--- src/hw/rtl/flpq_pkg.sv ---
`timescale 1ns / 1ps
`default_nettype none
// ----------------------------------------------------------------------------
// flpq_pkg: shared types for the five-level priority queue
// Payload structs of both channels, the command opcodes and the internal
// command word passed from the front end to the back end.
// ----------------------------------------------------------------------------
package flpq_pkg;

  localparam int unsigned NUM_LEVELS = 5;

  typedef enum logic [1:0] {
    OP_SEND     = 2'd0,
    OP_REMOVE   = 2'd1,
    OP_PROMOTE  = 2'd2,
    OP_ANNOUNCE = 2'd3
  } op_t;

  typedef struct packed {
    logic [1:0]  opcode;
    logic [15:0] sender_id;
    logic [2:0]  level;
    logic [31:0] payload;
    logic [6:0]  pop_count;
  } in_t;

  typedef struct packed {
    logic        kind;
    logic [15:0] out_sender;
    logic [2:0]  out_level;
    logic [31:0] out_payload;
    logic        last;
  } out_t;

  typedef struct packed {
    op_t         op;
    logic [15:0] sender;
    logic [2:0]  level;
    logic [31:0] payload;
    logic [6:0]  count;
  } cmd_t;

endpackage
`default_nettype wire

--- src/hw/rtl/flpq_front.sv ---
`timescale 1ns / 1ps
`default_nettype none
// ----------------------------------------------------------------------------
// flpq_front: command intake and classification
// Accepts input transfers, discards sends to a rank that does not exist,
// saturates the announce count and queues commands in a two-entry FIFO.
// ----------------------------------------------------------------------------
module flpq_front #(
  parameter int unsigned MAX_POP = 64
) (
  input  wire logic             clk,
  input  wire logic             rst_n,
  input  wire logic             in_valid,
  output logic                  in_ready,
  input  wire flpq_pkg::in_t    in_data,
  output logic                  cmd_valid,
  input  wire logic             cmd_ready,
  output flpq_pkg::cmd_t        cmd
);

  flpq_pkg::cmd_t q_r [2];
  logic           wp_r;
  logic           rp_r;
  logic [1:0]     cnt_r;
  flpq_pkg::cmd_t cls;
  logic           keep;
  logic           push;
  logic           pop;

  // Classify the incoming item.
  always_comb begin
    cls.op      = flpq_pkg::op_t'(in_data.opcode);
    cls.sender  = in_data.sender_id;
    cls.level   = in_data.level;
    cls.payload = in_data.payload;
    cls.count   = (in_data.pop_count > 7'(MAX_POP)) ? 7'(MAX_POP) : in_data.pop_count;
    keep = !(cls.op == flpq_pkg::OP_SEND &&
             in_data.level >= 3'(flpq_pkg::NUM_LEVELS));
  end

  assign in_ready  = (cnt_r != 2'd2);
  assign cmd_valid = (cnt_r != 2'd0);
  assign cmd       = q_r[rp_r];
  assign push      = in_valid && in_ready && keep;
  assign pop       = cmd_valid && cmd_ready;

  // Two-entry command FIFO.
  always_ff @(posedge clk) begin
    if (!rst_n) begin
      wp_r  <= 1'b0;
      rp_r  <= 1'b0;
      cnt_r <= 2'd0;
    end else begin
      if (push) begin
        q_r[wp_r] <= cls;
        wp_r      <= ~wp_r;
      end
      if (pop) begin
        rp_r <= ~rp_r;
      end
      cnt_r <= cnt_r + 2'(push) - 2'(pop);
    end
  end

endmodule
`default_nettype wire

--- config.mk ---
export PLATFORM = sky130hd
export DESIGN_NAME = flpq_front
export DESIGN_NICKNAME = d
export VERILOG_FILES = /design/src/hw/rtl/flpq_pkg.sv /design/src/hw/rtl/flpq_front.sv
export SDC_FILE = /design/constraint.sdc
export NUM_CORES = 1
export LEC_CHECK = 0
export BUFFER_PORTS_ARGS = -buffer_cell sky130_fd_sc_hd__buf_2
export CORE_AREA = 5 5 106 108
export DETAILED_ROUTE_END_ITERATION = 6
export DIE_AREA = 0 0 111 113
export PLACE_DENSITY = 0.75
export SYNTH_ARGS = -nofsm -noshare
export SYNTH_HDL_FRONTEND = slang
export SYNTH_SLANG_ARGS = --single-unit
--- constraint.sdc ---
create_clock -name clk -period 5.2 [get_ports clk]
set_clock_uncertainty 0.2 [all_clocks]
set_input_delay 0.52 -clock clk [delete_from_list [all_inputs] [get_ports clk]]
set_output_delay 0.52 -clock clk [all_outputs]
set_load 0.05 [all_outputs]
Word level (Yosys, flattened, before mapping)

Memory sizes are Yosys's and may differ from the RTL's. A register that Yosys moved wholly into a read port is not among the register bits.
Cells that the tools add are included.

Muxes and demuxes: 6
Bitwise logic cells: 2
Eq/ne operators: 1
Order comparisons: 2
Reduce and logical (&&, ||, !) cells: 7
Add/sub/neg operators: 2

Operators with widths:

| operator                                             | count |
|---|---|
| greater-than comparator 7 bit, second input constant | 1 |
| 2-to-1 mux 7 bit                                     | 1 |
| 2-to-1 mux 1 bit                                     | 5 |
| logical AND 1 bit                                    | 4 |
| >= comparator 3 bit, second input constant           | 1 |
| adder 2 x 1 -> 2 bit                                 | 1 |
| zero test 2 bit                                      | 1 |
| != test 2 bit, second input constant                 | 1 |
| NOT 1 bit                                            | 2 |
| nonzero test 2 bit                                   | 1 |
| subtractor 2 x 1 -> 2 bit                            | 1 |
| zero test 1 bit                                      | 1 |

Output and inout bits: 62
Memory bits (writable): 120
Flip-flop bits (word level): 4
Input port bits: 64
Memories: 1

Memories:

| name | words | bits a word | read ports | clocked after Yosys merged registers in | wr ports | RTL line         | text |
|---|---|---|---|---|---|---|---|
| q_r  | 2     | 60          | 1          | 1                                       | 1        | flpq_front.sv:21 | `flpq_pkg::cmd_t q_r [2];` |

Longest topological paths before layout

Gate-level depths: netlist of run 1.

Depth after elaboration: 7
Mapped depth: 8
Gate-level depth less buffers: 8

Least setup slack after synthesis of run 1

Ideal clock, no wire load.

Kind: register -> register
Start: register cnt_r[0]
End: memory q_r[1][0] in the netlist's numbering (enable)
Cell stages (with the launch flop): 4
Data arrival time: 5.124 ns
Required time: 4.448 ns
Path slack: -0.676 ns
Path through: dfxtp_1 > nand2b_1 > o211ai_4 > nor3_1

Longest elaborated chain between the ends: 6

RTL lines:

| item                                   | RTL line         | text |
|---|---|---|
| start, declared                        | flpq_front.sv:24 | `logic [1:0] cnt_r;` |
| start signal, assigned                 | flpq_front.sv:61 | `cnt_r <= cnt_r + 2'(push) - 2'(pop);` |
| != test 2 bit                          | flpq_front.sv:41 | `assign in_ready = (cnt_r != 2'd2);` |
| via in_ready                           | flpq_front.sv:14 | `output logic in_ready,` |
| logical AND 1 bit (2 in series)        | flpq_front.sv:44 | `assign push = in_valid && in_ready && keep;` |
| 2-to-1 mux 1 bit                       | flpq_front.sv:54 | `if (push) begin` |
| 2-to-1 mux 1 bit                       | flpq_front.sv:49 | `if (!rst_n) begin` |
| 2-to-1 mux 1 bit (implied by the code) | flpq_front.sv:55 | `q_r[wp_r] <= cls;` |
| end, declared                          | flpq_front.sv:21 |  |

The timed path passes the listed nets, and every way through them passes these cells.

==> results.cfg, run 1 <==
[status]
status = finished, final reports clean

[yosys]
yosysWarnings = 0
synth_top_family_by_area = multiplexers
synthSimpleGateAreaFrac_pct = 2.384
syn_avg_cell_area_um2 = 20.71
synth_xor_area_share_pct = 0.3792
ys_ff_latch = 125
synth_fa_ha_area_share_pct = 0.5417
yosys.area.top_type = edfxtp_1
mappedNetlistArea_um2 = 4619
yosysTopAreaCellShare_pct = 78.01
synth.distinct_cells = 20
synth_compound_area_share_pct = 0.6230
synth_nets = 289
syn_inst = 223
muxShareOfSynthArea_pct = 14.84
ys_seq_area_share_pct = 80.17
synth_area_leaders = edfxtp_1, mux2_2, dfxtp_1

[clock_network]
cts_tree = yes
clkTransAtPathRegs_ns = 0.06
numCtsBuffers = 17
postCtsSetupRepairBufs = 0
cts_root_buf = clkbuf_8
h-tree-depth = 4
max-clock-path-buffers = 2
insertion_delay_ns = 0.48
clock-sinks = 125

[hold_path]
min_to = q_r[1][18]
hold_path_class = primary input to register
holdCritStartpoint = in_data[18]
holdPathStages = 1

[detailed_routing]
vias = 2506
viasPerCell = 4.675
routed_wl_um = 8628
antenna_left = 0
drc = 0
dr.first_iter.drc_count = 102
firstDrtPassIters = 4
avgRoutedWirePerCell_um = 16.10

[layout]
layout_common_cells = buf_2, edfxtp_1, mux2_2
design_area_um2 = 6279
layout.nets = 453
nFillCells = 752
syn2layout_area_growth_pct = 35.92
drive_above_1_share_pct = 56.25
layout_commonest_cell = buf_2
diodes = 0

[placement]
post-place-ws_ns = 2.312
port_buffers = 125
hpwlAfterDp_um = 5612
gp_congestion = 0.7526
place_area_um2 = 5428

[power_and_ir_drop]
power_density_nw_per_um2 = 566.0
p_total_mw = 3.554
p_leak_nw = 2.368
peakVddDrop_v = 0.0003029

[critical_path]
cp-start-kind = register
cp_max_fo = 35
crit_path_end_kind = primary output
critical_path_class = register to primary output
r2r_slack_ns = 2.71
ff2ff_path_depth = 4
required_ns = 4.48
r2r_end = q_r[0][29]
rr_startpoint = cnt_r[0]
arrival_ns = 2.39

[floorplanning]
die_h_um = 113
dieArea_um2 = 12540
initial_core_util_pct = 45.56
io_pins = 126
core_um2 = 10140
dieWidth_um = 111
rows = 37

[global_route]
grtUsageTotal_pct = 14.05
antenna_found_initial = 0
grt_max_degree = 36
grt_pass1_wl_um = 13620
grt_pass1_vias = 2778
grt-ovfl-total = 0

[timing]
rsz0062_at_grt = false
maxSlewHeadroom_pct = 41.61
period_share_pct = 59.82
worst_slack_ns = 2.089
hold_viol_final = 0
setup_tns_ns = 0
worstMarginPinSlew_ns = 0.8738
post-route-min-period_ns = 3.111
setup_viol = 0
whs_ns = 0.02439
timing.fmax_mhz = 321.5
maxSlewViolCount = 0

[job]
maxCapViolations = 0
[through the flow]
stage | utilization (%) | instances
after global routing | 61.93 | 536
after floorplan | - | 223
final | 61.93 | 536
after CTS | 61.34 | 530
after global placement | 53.54 | 480
after detailed placement | 53.54 | 480
[final cells by class]
cell class	instances	area [µm²]	area share [%]
clock buffers	18	417.9	6.656
multi-input cells	87	885.9	14.11
clock inverters	14	192.7	3.069
flip-flops and latches	125	3705	59.01
well taps	136	170.2	2.710
repair buffers	153	895.9	14.27
inverters	3	11.26	0.1794
[flip-flops by register name (all words and copies together), names as in the netlist, named ones only]
name and cells:
q_r 120, wp_r 1, rp_r 1, cnt_r 2
[critical path: stages, from the launching register on]
cell,delay [ns]
dfxtp_2,0.72
buf_4,0.52
mux2_2,0.40
buf_2,0.22
[synthesized netlist by cell type, drive strengths merged]
| cell | instances |
|---|---|
| xnor2 | 1 |
| nor2 | 5 |
| or3b | 1 |
| o211ai | 1 |
| nor2b | 6 |
| ha | 2 |
| inv | 3 |
| mux2i | 1 |
| o21a | 1 |
| dfxtp | 5 |
| or2 | 1 |
| mux2 | 60 |
| nand2 | 2 |
| edfxtp | 120 |
| buf | 6 |
| xor2 | 1 |
| clkbuf | 2 |
| nand2b | 1 |
| nor3 | 2 |
| and2 | 2 |
[metal layers]
layer / wire length, µm / share of wire, % / global-route usage [%]
met1: 3426 / 40 / 14.91
met2: 4747 / 55 / 26.17
met3: 410 / 4.8 / 4.278
met4: 44 / 0.51 / 5.419
met5: 0 / 0 / 0
[kinds of logic after synthesis]
logic type                 after synthesis
DFF                                    125
muxes                                   61
and+or+nand+nor                         20
buffers and inverters                   11
AOI/OAI and AO/OA                        2
xor gates and xnor gates                 2
adders and majority gates                2
[worst max-delay path by stage]
stage | end | slack, ns | cells past startpoint
floorplan | q_r[0][0] | 0.94 | 3
global placement | q_r[0][45] | 2.35 | 5
detailed placement | q_r[0][52] | 2.31 | 5
CTS | cmd[35] | 2.03 | 3
global route | cmd[35] | 1.97 | 3
finish | cmd[35] | 2.09 | 3
[power by group]
part           internal, mW  total, mW  switching, mW
Clock                 0.780       1.20          0.417
Combinational         0.321       1.09          0.766
Sequential             1.21       1.27         0.0553
[repair_timing]
action	CTS	global route
resized for setup	0	0
hold buffers	18	6
endpoints found under the hold margin	35	9
No activity file was read; power rests on OpenSTA's default activity.
==> run 2, diff against run 1 <==
--- a/config.mk
+++ b/config.mk
@@ -6,10 +6,10 @@
 export NUM_CORES = 1
 export LEC_CHECK = 0
 export BUFFER_PORTS_ARGS = -buffer_cell sky130_fd_sc_hd__buf_2
-export CORE_AREA = 5 5 106 108
+export CORE_AREA = 5 5 101 103
 export DETAILED_ROUTE_END_ITERATION = 6
-export DIE_AREA = 0 0 111 113
-export PLACE_DENSITY = 0.75
+export DIE_AREA = 0 0 106 108
+export PLACE_DENSITY = 0.79
 export SYNTH_ARGS = -nofsm -noshare
 export SYNTH_HDL_FRONTEND = slang
 export SYNTH_SLANG_ARGS = --single-unit
==> constraint.sdc (replaced) <==
create_clock -name clk -period 2.9 [get_ports clk]
set_clock_uncertainty 0.2 [all_clocks]
set_input_delay 0.29 -clock clk [delete_from_list [all_inputs] [get_ports clk]]
set_output_delay 0.29 -clock clk [all_outputs]
set_load 0.05 [all_outputs]
==> results.cfg, run 2 (synthesis results as in run 1) <==
[critical_path]
cp_max_fo = 37
slowest_stage = nor2_4
path_cells = dlygate4sd3_1 > buf_2 > or3b_4 > o211ai_4 > nor2_4 > buf_4
critical_path_class = primary input to register
crit_path_end_kind = register
required_ns = 2.87
arrival_ns = 2.67
cp_slowest_stage_delay_ns = 0.84
cp-start-kind = primary input

[layout]
layout.nets = 492
largest_reg_flops = 120
multi_input_area_um2 = 893.4
regArea_um2 = 3705
regMostFlops = q_r
layout_commonest_cell = buf_2
drive_above_1_share_pct = 52.16
nFillCells = 550
reg.largest.list = q_r (120), cnt_r (2)
diodes = 0
layout_common_cells = buf_2, edfxtp_1, dlygate4sd3_1
syn2layout_area_growth_pct = 43.34

[detailed_routing]
firstDrtPassIters = 4
met1Wirelength_um = 3686
wl_met2_um = 5199
avgRoutedWirePerCell_um = 17.09
dr.first_iter.drc_count = 114
antenna_left = 0
routed_wl_um = 9400
drc = 0
met3RoutedLength_um = 456
dr.max_layer_used = met4
viasPerCell = 4.842
vias = 2663

[timing]
rsz0062_at_grt = false
post-route-min-period_ns = 2.703
timing.fmax_mhz = 370.0
period_share_pct = 93.20
maxSlewHeadroom_pct = 27.69
setup_tns_ns = 0
worst_slack_ns = 0.1971
setup_viol = 0
worstMarginPinSlew_ns = 1.082
maxSlewViolCount = 0
hold_viol_final = 0

[global_route]
grt-ovfl-total = 0
grtUsageTotal_pct = 16.89
grt_pass1_vias = 2907
grt_pass1_wl_um = 14610
grt_max_degree = 40
antenna_found_initial = 0

[clock_network]
numCtsBuffers = 17
cts_tree = yes
cts_root_buf = clkbuf_8
max-clock-path-buffers = 2
cts_resized = 0
insertion_delay_ns = 0.50
clock-sinks = 125
h-tree-depth = 4
clkTransAtPathRegs_ns = 0.06

[placement]
port_buffers = 125
post-place-ws_ns = 0.2123
hpwlAfterDp_um = 5697
gp_congestion = 0.6980

[status]
status = finished, final reports clean

[floorplanning]
core_um2 = 9109
dieArea_um2 = 11450
die_h_um = 108
io_pins = 126
dieWidth_um = 106
initial_core_util_pct = 50.71
rows = 35

[job]
maxCapViolations = 0

[hold_path]
hold_path_class = primary input to register

[power_and_ir_drop]
peakVddDrop_v = 0.0005560
p_leak_nw = 2.520
power_density_nw_per_um2 = 955.7
run 2: area by class of cell:
class                   count  share of cell area (%)
well taps                 111                   2.098
repair buffers            192                   19.58
multi-input cells          87                   13.49
inverters                   3                  0.1701
clock inverters            15                   2.457
clock buffers              17                   6.255
flip-flops and latches    125                   55.95
run 2: per-stage QoR:
| step | total power, mW | hold WS [ns] | cell area (µm²) | instances | util (%) |
|---|---|---|---|---|---|
| 2_1_floorplan | 3.853 | 0.1889 | 4646 | 223 | - |
| 3_3_place_gp | 4.269 | 0.2488 | 5424 | 456 | 59.55 |
| 3_5_place_dp | 4.296 | 0.2778 | 5424 | 456 | 59.55 |
| 4_1_cts | 6.386 | 0.01605 | 6621 | 550 | 72.69 |
| 5_1_grt | 6.561 | 0.06173 | 6621 | 550 | 72.69 |
| 6_report | 6.328 | 0.04102 | 6621 | 550 | 72.69 |
run 2: what timing repair did:
item,in CTS,in global routing
endpoints found under the hold margin,125,0
endpoints found under the setup margin,0,0
hold buffers,62,0
setup buffers,0,0
run 2: report_power, final:
part | switching, mW | leakage (nW) | total [mW] | internal (mW)
Clock | 0.776 | 0.276 | 2.01 | 1.23
Combinational | 1.45 | 1.10 | 2.08 | 0.638
Sequential | 0.0561 | 1.14 | 2.23 | 2.18
Total | 2.28 | 2.52 | 6.33 | 4.05
run 2: critical path, delay by kind of cell:
family,cells,cell delay [ns]
simple gates,2,1.08
buf+inv,3,1.13
compound gates,1,0.12
run 2: path summary, 6_finish.rpt:
path / end / cells after the start / from / slack, ns
worst min register to register: wp_r / 2 / wp_r / 0.29
worst max register to register: q_r[0][56] / 4 / cnt_r[0] / 0.35
worst max-delay path: q_r[0][56] / 6 / in_data[41] / 0.20
worst min-delay path: rp_r / 4 / cmd_ready / 0.04
run 2: metal layers:
metal  GRT usage, %  up-vias
li1               -     1277
met1          18.56     1299
met2          31.51       80
met3          4.299        7
met4          6.383        0
met5              0        -
==> run 3, diff against run 2 <==
--- a/config.mk
+++ b/config.mk
@@ -5,11 +5,12 @@
 export SDC_FILE = /design/constraint.sdc
 export NUM_CORES = 1
 export LEC_CHECK = 0
+export ABC_AREA = 1
 export BUFFER_PORTS_ARGS = -buffer_cell sky130_fd_sc_hd__buf_2
-export CORE_AREA = 5 5 101 103
+export CORE_AREA = 5 5 103 105
 export DETAILED_ROUTE_END_ITERATION = 6
-export DIE_AREA = 0 0 106 108
-export PLACE_DENSITY = 0.79
+export DIE_AREA = 0 0 108 110
+export PLACE_DENSITY = 0.8
 export SYNTH_ARGS = -nofsm -noshare
 export SYNTH_HDL_FRONTEND = slang
 export SYNTH_SLANG_ARGS = --single-unit
==> results.cfg, run 3 <==
[global_route]
grt_max_degree = 35
grt-ovfl-total = 0
grtUsageTotal_pct = 16.93
grt_pass1_wl_um = 14830
grt_pass1_vias = 3131
antenna_found_initial = 0

[hold_path]
holdPathStages = 4
hold_path_class = primary input to register
holdCritStartpoint = in_valid
min_to = wp_r

[timing]
rsz0062_at_grt = false
period_share_pct = 83.46
worst_slack_ns = 0.4797
setup_viol = 0
hold_viol_final = 0
setup_tns_ns = 0
maxSlewHeadroom_pct = 68.27
post-route-min-period_ns = 2.420
worstMarginPinSlew_ns = 0.4760
timing.fmax_mhz = 413.2
maxSlewViolCount = 0

[power_and_ir_drop]
power_density_nw_per_um2 = 882.3
p_leak_nw = 2.823
peakVddDrop_v = 0.0005532
p_total_mw = 6.115

[placement]
post-place-ws_ns = 0.8394
gp_congestion = 0.7769
port_buffers = 125
hpwlAfterDp_um = 5791

[clock_network]
insertion_delay_ns = 0.50
cts_tree = yes
max-clock-path-buffers = 2
postCtsSetupRepairBufs = 0
clock-sinks = 125
cts_root_buf = clkbuf_8
clkTransAtPathRegs_ns = 0.06
h-tree-depth = 4
numCtsBuffers = 17

[critical_path]
crit_path_end_kind = primary output
cp-start-kind = register
r2r_end = cnt_r[1]
rr_startpoint = cnt_r[0]
cp_max_fo = 21
r2r_slack_ns = 0.80
arrival_ns = 1.93
critical_path_class = register to primary output
ff2ff_path_depth = 10
required_ns = 2.41

[detailed_routing]
drc = 0
dr.first_iter.drc_count = 96
firstDrtPassIters = 4
avgRoutedWirePerCell_um = 16.14
antenna_left = 0
vias = 2851
routed_wl_um = 9682
viasPerCell = 4.752

[layout]
reg.largest.list = q_r (120), cnt_r (2)
multi_input_area_um2 = 1087
drive_above_1_share_pct = 47.97
regMostFlops = q_r
syn2layout_area_growth_pct = 39.00
layout.nets = 520
diodes = 0
layout_common_cells = buf_2, edfxtp_1, dlygate4sd3_1
layout_commonest_cell = buf_2
nFillCells = 608
regArea_um2 = 3707
largest_reg_flops = 120

[floorplanning]
dieWidth_um = 108
dieArea_um2 = 11880
core_um2 = 9549
rows = 36
io_pins = 126
initial_core_util_pct = 52.21
die_h_um = 110

[yosys]
syn_avg_cell_area_um2 = 19.94
yosysMostFrequentCell = edfxtp_1
mappedNetlistArea_um2 = 4986
synth_edf_count = 120
ys_ff_latch = 125
ys_seq_area_share_pct = 74.28
synth_area_leaders = edfxtp_1, mux2_4, buf_12
yosysTopAreaCellShare_pct = 72.27
synth.distinct_cells = 14
syn_inst = 250
synth-main-ff-cell = edfxtp_1
synth_nets = 316
synth-async-reset-ratio_pct = 0
yosysWarnings = 0
ys_top_cells_by_count = edfxtp_1, mux2_4, inv_1
yosys.area.top_type = edfxtp_1

[job]
maxCapViolations = 0

[status]
status = finished, final reports clean
run 3: cell count changes in the layout (fill, tap and decap cells not counted), sizes merged, moves of 2 or more:
cell and delta:
nand2 +11, nor3 -2, inv +11, nor2 +11
clkbuf +6, and2 -2, nor2b -6, clkinv -3
nand3 +5
run 3: worst max-delay path: stages, from the launching register on:
cell and delay (ns):
dfxtp_4 0.46, buf_4 0.40, mux2_4 0.34, buf_2 0.21
run 3: worst max path at each step:
stage	startpoint	end	slack, ns	cells after the start
2_1_floorplan	cnt_r[0]	q_r[0][0]	0.40	4
3_3_place_gp	register	cmd[56]	0.99	3
3_5_place_dp	cnt_r[0]	cnt_r[1]	0.84	10
4_1_cts	register	cmd[56]	0.44	3
5_1_grt	register	cmd[56]	0.40	3
6_report	register	cmd[56]	0.48	3
run 3: layout make-up:
| cell class | count | area share, % |
|---|---|---|
| flip-flops and latches | 125 | 53.49 |
| repair buffers | 193 | 18.99 |
| clock buffers | 23 | 6.878 |
| well taps | 133 | 2.401 |
| inverters | 18 | 0.9749 |
| multi-input cells | 99 | 15.69 |
| clock inverters | 9 | 1.571 |
run 3: metrics by stage:
| step | instance area (µm²) | hold slack [ns] | utilization, % | cells |
|---|---|---|---|---|
| floorplan | 4994 | 0.1835 | - | 250 |
| global placement | 5724 | 0.2767 | 59.95 | 506 |
| detailed placement | 5724 | 0.2808 | 59.95 | 506 |
| CTS | 6930 | 0.02243 | 72.58 | 600 |
| global route | 6930 | 0.08783 | 72.58 | 600 |
| finish | 6930 | 0.06117 | 72.58 | 600 |
run 3: report_power, final:
part | switching [mW] | internal (mW) | leakage, nW
Combinational | 1.21 | 0.641 | 1.40
Clock | 0.717 | 1.31 | 0.277
Sequential | 0.0697 | 2.16 | 1.14
Total | 2.00 | 4.12 | 2.82
run 3: what timing repair did:
item | 4_1_cts | 5_1_grt
resized for setup | 0 | 0
hold buffers | 62 | 0
endpoints found under the hold margin | 125 | 0
run 3: per-layer routing:
metal	part of all wire, %	wire, µm	vias to the layer above	GRT usage (%)
li1	-	-	1348	-
met1	37	3567	1395	17.55
met2	56	5423	90	31.88
met3	5.0	486	18	4.776
met4	2.1	204	0	7.394
met5	0	0	-	0
run 3: kinds of logic (layout without fill, tap and decap cells):
| kind of cell | after synthesis | in the layout | share of synthesized area [%] |
|---|---|---|---|
| flip-flops | 125 | 125 | 74.28 |
| multiplexers | 60 | 60 | 18.07 |
| AND/OR/NAND/NOR | 34 | 34 | 2.685 |
| buffers and inverters | 26 | 243 | 4.065 |
| AO/OA/AOI/OAI | 3 | 3 | 0.4015 |
| adder cells (fa/ha/maj) | 2 | 2 | 0.5018 |
